`config.mk`:
```
export PLATFORM = sky130hd
export DESIGN_NAME = track_row_run_finder
export DESIGN_NICKNAME = d
export VERILOG_FILES = /design/src/sv/trrf_pkg.sv /design/src/sv/trrf_cfg_regs.sv /design/src/sv/trrf_row_scan.sv /design/src/sv/trrf_result_reg.sv /design/src/sv/track_row_run_finder.sv
export SDC_FILE = /design/constraint.sdc
export NUM_CORES = 1
export LEC_CHECK = 0
export BUFFER_PORTS_ARGS = -buffer_cell sky130_fd_sc_hd__buf_4
export CAP_MARGIN = 20
export CORE_AREA = 2 2 143 145
export DETAILED_ROUTE_END_ITERATION = 16
export DIE_AREA = 0 0 145 147
export GPL_TIMING_DRIVEN = 0
export PLACE_DENSITY_LB_ADDON = 0.25
export SYNTH_ARGS = -nofsm -noshare
export SYNTH_HDL_FRONTEND = slang
export SYNTH_SLANG_ARGS = --single-unit
```
`constraint.sdc`:
```
create_clock -name aclk -period 21.6 [get_ports aclk]
set_clock_uncertainty 0.15 [all_clocks]
set_input_delay 3.24 -clock aclk [delete_from_list [all_inputs] [get_ports aclk]]
set_output_delay 3.24 -clock aclk [all_outputs]
set_load 0.01 [all_outputs]
```
`src/sv/trrf_pkg.sv`:
```
// ----------------------------------------------------------------------------
// trrf_pkg
// Shared widths, register map, reset values and struct types of the
// row run finder.
// ----------------------------------------------------------------------------
package trrf_pkg;

    localparam int PIX_W          = 8;
    localparam int COL_W          = 10;
    localparam int OFF_W          = COL_W + 1;
    localparam int ROW_PIXELS_MAX = 1024;
    localparam int ROW_CNT_W      = $clog2(ROW_PIXELS_MAX + 1);

    localparam int APB_AW = 4;
    localparam int APB_DW = 32;

    localparam logic [COL_W-1:0] COL_MAX = '1;

    // Register reset values
    localparam logic [PIX_W-1:0] RST_DARK_THRESHOLD = PIX_W'(100);
    localparam logic [COL_W-1:0] RST_MIN_RUN_SPAN   = COL_W'(10);
    localparam logic [COL_W-1:0] RST_FIRST_COLUMN   = COL_W'(80);
    localparam logic [COL_W-1:0] RST_CENTER_COLUMN  = COL_W'(160);

    // Register index (paddr[3:2])
    typedef enum logic [1:0] {
        REG_DARK_THRESHOLD = 2'd0,
        REG_MIN_RUN_SPAN   = 2'd1,
        REG_FIRST_COLUMN   = 2'd2,
        REG_CENTER_COLUMN  = 2'd3
    } reg_idx_t;

    typedef struct packed {
        logic [PIX_W-1:0] dark_threshold;
        logic [COL_W-1:0] min_run_span;
        logic [COL_W-1:0] first_column;
        logic [COL_W-1:0] center_column;
    } cfg_t;

    typedef struct packed {
        logic signed [OFF_W-1:0] line_offset;
        logic [COL_W-1:0]        line_span;
        logic                    line_found;
    } result_t;

endpackage

```
`src/sv/trrf_cfg_regs.sv`:
```
// ----------------------------------------------------------------------------
// trrf_cfg_regs
// APB register file holding threshold, minimum span and column settings.
// ----------------------------------------------------------------------------
module trrf_cfg_regs
    import trrf_pkg::*;
(
    input  logic              aclk,
    input  logic              aresetn,
    input  logic              psel,
    input  logic              penable,
    input  logic              pwrite,
    input  logic [APB_AW-1:0] paddr,
    input  logic [APB_DW-1:0] pwdata,
    output logic [APB_DW-1:0] prdata,
    output logic              pready,
    output cfg_t              cfg
);

    cfg_t     cfg_reg;
    reg_idx_t idx;
    logic     wr_en;

    assign idx    = reg_idx_t'(paddr[3:2]);
    assign wr_en  = psel & penable & pwrite;
    assign pready = 1'b1;
    assign cfg    = cfg_reg;

    always_ff @(posedge aclk) begin
        if (!aresetn) begin
            cfg_reg.dark_threshold <= RST_DARK_THRESHOLD;
            cfg_reg.min_run_span   <= RST_MIN_RUN_SPAN;
            cfg_reg.first_column   <= RST_FIRST_COLUMN;
            cfg_reg.center_column  <= RST_CENTER_COLUMN;
        end else if (wr_en) begin
            case (idx)
                REG_DARK_THRESHOLD: cfg_reg.dark_threshold <= pwdata[PIX_W-1:0];
                REG_MIN_RUN_SPAN:   cfg_reg.min_run_span   <= pwdata[COL_W-1:0];
                REG_FIRST_COLUMN:   cfg_reg.first_column   <= pwdata[COL_W-1:0];
                REG_CENTER_COLUMN:  cfg_reg.center_column  <= pwdata[COL_W-1:0];
                default: ;
            endcase
        end
    end

    always_comb begin
        case (idx)
            REG_DARK_THRESHOLD: prdata = APB_DW'(cfg_reg.dark_threshold);
            REG_MIN_RUN_SPAN:   prdata = APB_DW'(cfg_reg.min_run_span);
            REG_FIRST_COLUMN:   prdata = APB_DW'(cfg_reg.first_column);
            REG_CENTER_COLUMN:  prdata = APB_DW'(cfg_reg.center_column);
            default:            prdata = '0;
        endcase
    end

endmodule

```
`src/sv/trrf_row_scan.sv`:
```
// ----------------------------------------------------------------------------
// trrf_row_scan
// Input register plus per-pixel run tracking and best-run selection.
// Issues one result on the last pixel of each row.
// ----------------------------------------------------------------------------
module trrf_row_scan
    import trrf_pkg::*;
(
    input  logic             aclk,
    input  logic             aresetn,
    input  cfg_t             cfg,
    input  logic             s_valid,
    output logic             s_ready,
    input  logic [PIX_W-1:0] s_pixel_value,
    input  logic             s_row_last,
    input  logic             res_ready,
    output logic             res_load,
    output result_t          res
);

    // input register
    logic             in_vld_reg;
    logic [PIX_W-1:0] pix_reg;
    logic             last_reg;

    // row state
    logic [COL_W-1:0]     column_reg;
    logic [ROW_CNT_W-1:0] row_cnt_reg;
    logic                 run_open_reg;
    logic [COL_W-1:0]     run_first_reg;
    logic [COL_W-1:0]     run_last_reg;
    logic                 best_vld_reg;
    logic [OFF_W-1:0]     best_off_reg;
    logic [COL_W-1:0]     best_mag_reg;
    logic [COL_W-1:0]     best_span_reg;

    logic                 go;
    logic [COL_W-1:0]     col;
    logic                 in_row;
    logic                 dark;
    logic [COL_W-1:0]     cand_first;
    logic [COL_W-1:0]     cand_last;
    logic                 cand_close;
    logic [COL_W-1:0]     span;
    logic                 qual;
    logic [COL_W:0]       mid_sum;
    logic signed [OFF_W:0] off_wide;
    logic [OFF_W:0]       mag_wide;
    logic [COL_W-1:0]     mag;
    logic                 take;
    logic                 best_vld_next;
    logic [OFF_W-1:0]     best_off_next;
    logic [COL_W-1:0]     best_mag_next;
    logic [COL_W-1:0]     best_span_next;

    // a row-last item waits only if the result register cannot take it
    assign go      = in_vld_reg & (~last_reg | res_ready);
    assign s_ready = ~in_vld_reg | go;

    assign col    = (row_cnt_reg == '0) ? cfg.first_column : column_reg;
    assign in_row = row_cnt_reg < ROW_CNT_W'(ROW_PIXELS_MAX);
    assign dark   = in_row & (pix_reg < cfg.dark_threshold);

    // at most one run closes per item: either the open run ends on a
    // bright pixel, or a dark last pixel closes the run it extends
    assign cand_first = (dark & ~run_open_reg) ? col : run_first_reg;
    assign cand_last  = dark ? col : run_last_reg;
    assign cand_close = dark ? last_reg : run_open_reg;

    assign span     = cand_last - cand_first;
    assign qual     = cand_close & (cand_last >= cand_first) & (span > cfg.min_run_span);
    assign mid_sum  = {1'b0, cand_first} + {1'b0, cand_last};
    assign off_wide = $signed({2'b00, mid_sum[COL_W:1]}) - $signed({2'b00, cfg.center_column});
    assign mag_wide = off_wide[OFF_W] ? (OFF_W+1)'(-off_wide) : (OFF_W+1)'(off_wide);
    assign mag      = mag_wide[COL_W-1:0];
    assign take     = qual & (~best_vld_reg | (mag < best_mag_reg));

    assign best_vld_next  = best_vld_reg | take;
    assign best_off_next  = take ? off_wide[OFF_W-1:0] : best_off_reg;
    assign best_mag_next  = take ? mag : best_mag_reg;
    assign best_span_next = take ? span : best_span_reg;

    assign res_load         = go & last_reg;
    assign res.line_found   = best_vld_next;
    assign res.line_offset  = best_vld_next ? $signed(best_off_next) : '0;
    assign res.line_span    = best_vld_next ? best_span_next : '0;

    always_ff @(posedge aclk) begin
        if (!aresetn) begin
            in_vld_reg <= 1'b0;
        end else if (s_ready) begin
            in_vld_reg <= s_valid;
        end
    end

    always_ff @(posedge aclk) begin
        if (s_valid && s_ready) begin
            pix_reg  <= s_pixel_value;
            last_reg <= s_row_last;
        end
    end

    always_ff @(posedge aclk) begin
        if (!aresetn) begin
            row_cnt_reg  <= '0;
            run_open_reg <= 1'b0;
            best_vld_reg <= 1'b0;
        end else if (go) begin
            if (last_reg) begin
                row_cnt_reg  <= '0;
                run_open_reg <= 1'b0;
                best_vld_reg <= 1'b0;
            end else begin
                if (in_row) begin
                    row_cnt_reg <= row_cnt_reg + 1'b1;
                end
                run_open_reg <= dark;
                best_vld_reg <= best_vld_next;
            end
        end
    end

    always_ff @(posedge aclk) begin
        if (go) begin
            column_reg    <= (col < COL_MAX) ? col + 1'b1 : COL_MAX;
            best_off_reg  <= best_off_next;
            best_mag_reg  <= best_mag_next;
            best_span_reg <= best_span_next;
            if (dark && !run_open_reg) begin
                run_first_reg <= col;
            end
            if (dark) begin
                run_last_reg <= col;
            end
        end
    end

endmodule

```
`src/sv/trrf_result_reg.sv`:
```
// ----------------------------------------------------------------------------
// trrf_result_reg
// Output register for the per-row result; frees the scan stage from
// downstream backpressure except on row-last items.
// ----------------------------------------------------------------------------
module trrf_result_reg
    import trrf_pkg::*;
(
    input  logic                    aclk,
    input  logic                    aresetn,
    input  logic                    res_load,
    input  result_t                 res,
    output logic                    res_ready,
    output logic                    m_valid,
    input  logic                    m_ready,
    output logic signed [OFF_W-1:0] m_line_offset,
    output logic [COL_W-1:0]        m_line_span,
    output logic                    m_line_found
);

    logic    out_vld_reg;
    result_t out_reg;

    assign res_ready     = ~out_vld_reg | m_ready;
    assign m_valid       = out_vld_reg;
    assign m_line_offset = out_reg.line_offset;
    assign m_line_span   = out_reg.line_span;
    assign m_line_found  = out_reg.line_found;

    always_ff @(posedge aclk) begin
        if (!aresetn) begin
            out_vld_reg <= 1'b0;
        end else if (res_ready) begin
            out_vld_reg <= res_load;
        end
    end

    always_ff @(posedge aclk) begin
        if (res_load && res_ready) begin
            out_reg <= res;
        end
    end

endmodule

```
`src/sv/track_row_run_finder.sv`:
```
// ----------------------------------------------------------------------------
// track_row_run_finder
// Scan-row dark run detector: reports offset and span of the qualifying
// run nearest the center column at the end of each row.
// ----------------------------------------------------------------------------
// Throughput: one pixel item per clock; the only stall is a row-last item
//   meeting a full result register that is not being drained.
// Result path: a row's last item passes the input register, then the result
//   register, before m_valid rises.
// Reset: synchronous, aresetn low; registers return to defaults and the
//   row state starts fresh at the first_column setting.
module track_row_run_finder
    import trrf_pkg::*;
(
    input  logic                    aclk,
    input  logic                    aresetn,
    input  logic                    psel,
    input  logic                    penable,
    input  logic                    pwrite,
    input  logic [APB_AW-1:0]       paddr,
    input  logic [APB_DW-1:0]       pwdata,
    output logic [APB_DW-1:0]       prdata,
    output logic                    pready,
    input  logic                    s_valid,
    output logic                    s_ready,
    input  logic [PIX_W-1:0]        s_pixel_value,
    input  logic                    s_row_last,
    output logic                    m_valid,
    input  logic                    m_ready,
    output logic signed [OFF_W-1:0] m_line_offset,
    output logic [COL_W-1:0]        m_line_span,
    output logic                    m_line_found
);

    cfg_t    cfg;
    result_t res;
    logic    res_load;
    logic    res_ready;

    trrf_cfg_regs u_cfg (
        .aclk    (aclk),
        .aresetn (aresetn),
        .psel    (psel),
        .penable (penable),
        .pwrite  (pwrite),
        .paddr   (paddr),
        .pwdata  (pwdata),
        .prdata  (prdata),
        .pready  (pready),
        .cfg     (cfg)
    );

    trrf_row_scan u_scan (
        .aclk          (aclk),
        .aresetn       (aresetn),
        .cfg           (cfg),
        .s_valid       (s_valid),
        .s_ready       (s_ready),
        .s_pixel_value (s_pixel_value),
        .s_row_last    (s_row_last),
        .res_ready     (res_ready),
        .res_load      (res_load),
        .res           (res)
    );

    trrf_result_reg u_out (
        .aclk          (aclk),
        .aresetn       (aresetn),
        .res_load      (res_load),
        .res           (res),
        .res_ready     (res_ready),
        .m_valid       (m_valid),
        .m_ready       (m_ready),
        .m_line_offset (m_line_offset),
        .m_line_span   (m_line_span),
        .m_line_found  (m_line_found)
    );

endmodule

```
==> results.yml <==
run_status:
  outcome: "finished, final reports clean"
cts:
  cts_buffer_depth: 2
  cts.clk_slew.worst_paths_ns: 0.06
  ctsHoldBuffers: 0
  cts_tree: "yes"
  cts_sinks: 145
  cts_setup_buffers: 0
  post_cts_resized: 0
  insertion_delay_ns: 0.44
  numCtsBuffers: 17
  h-tree-depth: 4
  cts-root-buf: "clkbuf_16"
power:
  ir_drop_mv: 0.0583
  p_switching_mw: 0.296
  clock_power_share_pct: 32.9
  swShare_pct: 32.4
  p_per_area_nw_per_um2: 89.3
  power_leakage_nw: 4.36
  p_int_mw: 0.617
  combPwrFrac_pct: 31.9
  seq_power_share_pct: 35.2
setup_path:
  cp_common_cell: "ha_1"
  critPathMaxFanout: 10
  reg2reg_depth: 33
  r2r-end: "u_scan.best_mag_reg[0]"
  arrival_ns: 9.15
  crit_path_end_kind: "flop"
  cp_top_family: "compound AO/OA/AOI/OAI gates"
  cp.required_ns: 21.50
  rrSetupSlack_ns: 12.35
  critPathLaunchType: "flop"
  slowest_delay_ns: 0.66
  r2r_start: "u_cfg.cfg[35]"
  cp_slowest_cell: "nor2_1"
  critPathBufInv: 6
  crit_type: "flop to flop"
place:
  portBuffers: 60
  placedCellCount: 1205
  dp_hpwl_um: 14700
  globalplace.congestion: 0.871
timing:
  setup_viol: 0
  clock.fmax_mhz: 108
  fin_setup_tns_ns: 0
  holdWs_ns: 0.359
  hold_violations: 0
  tightest_slew_ns: 0.933
  fin_crit_ns: 9.25
  rsz0062_at_grt: "no"
  maxSlewHeadroom_pct: 37.5
  final.period_utilization_pct: 42.8
  slew_viol_final: 0
drt:
  wire_per_inst_um: 15.6
  drtIter0Drc: 373
  first_pass_iters: 5
  vias: 6295
  ant_nets: 0
  drc: 0
  wl_um: 19300
  routed_via_density: 5.09
logic_synthesis:
  synth_area_um2: 8700
  synth_cell_type_count: 67
  avgSynthCellArea_um2: 10.2
  async_flop_share_pct: 0
  seq_area_frac_synth_pct: 43.9
  ys_ff_latch: 145
  yosysWarnings: 0
  synth_cells: 852
  ys.flop_type: "edfxtp_1"
  synth_edf_count: 92
floorplanning:
  core-area_um2: 19800
  rows: 52
  initial_utilization_pct: 43.9
  die_area_um2: 21300
  die_h_um: 147
  die_w_um: 145
  io_pins: 109
final_layout:
  final_nets: 1070
  final_util_pct: 51.5
  syn2layout_area_growth_pct: 17.4
  largest_register_ffs: 38
  instances_no_fill: 1237
  n_antenna_cell: 0
  drive_above_1_share_pct: 16.4
grt:
  grt_overflow: 0
  antenna_found_initial: 0
  first_global_vias: 5885
  grt_usage_pct: 18.5
  grt_pass1_wl_um: 31100
  grt_max_degree: 24
min_path:
  hold_path.class: "flop to flop"
  hold_end: "u_scan.row_cnt_reg[5]"
  hold_path.startpoint: "u_scan.row_cnt_reg[5]"
  hold_depth: 2
job:
  maxCapViolCount: 0
worst min-delay path, cell delays in order (launching register included):
cell and delay, ns:
dfxtp_1 0.33, o21ai_0 0.08, a21oi_1 0.06
power groups by stage:
stage | Clock (mW) | Sequential (mW) | Combinational [mW]
after CTS | 0.304 | 0.321 | 0.293
after floorplan | 0 | 0.327 | 0.219
after global routing | 0.315 | 0.323 | 0.326
after global placement | 0 | 0.327 | 0.283
final | 0.300 | 0.321 | 0.291
after detailed placement | 0 | 0.327 | 0.289
through the flow:
stage	worst slack (ns)	power [mW]	area, µm²
2_1_floorplan	13.91	0.546	8780
3_3_place_gp	12.51	0.610	9570
3_5_place_dp	12.42	0.617	9610
4_1_cts	12.32	0.918	10200
5_1_grt	11.72	0.964	10200
6_report	12.35	0.913	10200
metal layers:
metal	global-route usage [%]	wire [µm]	share of wire (%)	vias to the layer above
li1	-	-	-	3199
met1	26.4	9550	50	2948
met2	29.2	8700	45	134
met3	3.35	804	4.2	14
met4	5.05	221	1.1	0
met5	0	0	0	-
worst max path at each step:
stage / startpoint / to / slack (ns) / depth (start not counted)
global placement: u_cfg.cfg[35] / u_scan.best_mag_reg[4] / 12.51 / 33
finish: u_cfg.cfg[35] / u_scan.best_mag_reg[0] / 12.35 / 33
global route: u_cfg.cfg[35] / u_scan.best_mag_reg[7] / 11.72 / 33
detailed placement: u_cfg.cfg[35] / u_scan.best_mag_reg[4] / 12.42 / 33
floorplan: paddr[3] / prdata[0] / 13.91 / 2
CTS: u_cfg.cfg[35] / u_scan.best_mag_reg[7] / 12.32 / 33
cells by family (layout without fill, tap and decap cells):
| kind of cell | count (synthesis) | in the layout | share of synthesized area [%] |
|---|---|---|---|
| compound gates | 201 | 201 | 15.4 |
| xor+xnor | 39 | 39 | 3.92 |
| fa+ha+maj | 64 | 64 | 9.46 |
| buf+inv | 129 | 223 | 6.96 |
| flops | 145 | 145 | 43.9 |
| mux | 55 | 55 | 7.85 |
| other cells | 2 | 23 | 0.0863 |
| simple gates | 217 | 217 | 12.4 |
synthesized netlist by cell type (13+ instances only):
library cell	count	area [µm²]
nand2_1	71	267
o21a_1	13	97.6
a21o_1	46	345
dfxtp_1	53	1060
inv_1	73	274
nor2b_1	37	231
nand3_1	16	80.1
mux2i_1	36	360
xnor2_1	28	245
buf_4	23	173
edfxtp_1	92	2760
a21oi_1	42	210
o21ai_0	44	220
clkbuf_1	16	60.1
nor2_1	43	161
ha_1	61	763
cell usage in the layout (no fill, tap or decap), drive strengths merged, types with 4 or more instances in the layout:
master / count
nand2b: 4
xor2: 11
nor2: 43
ha: 61
a21oi: 43
inv: 76
o21ai: 46
o21bai: 8
and3: 4
dfxtp: 53
nor2b: 37
nand3: 16
o21a: 13
nor3: 6
nand4: 7
mux4: 8
xnor2: 28
buf: 101
o211ai: 7
conb: 23
nand2: 71
a21o: 46
a21boi: 9
or2: 5
mux2i: 40
clkbuf: 41
or3: 7
mux2: 7
edfxtp: 92
a31oi: 4
final cells by class:
class                           instances  area [µm²]
Inverter                               73         274
Buffer                                 56         332
Clock inverter                          8        60.1
Multi-Input combinational cell        599        4360
Timing Repair Buffer                   62         485
Clock buffer                           24         547
Fill cell                            1833        9630
Sequential cell                       145        3820
Tap cell                              270         338
Power figures use the tool's default switching activity.
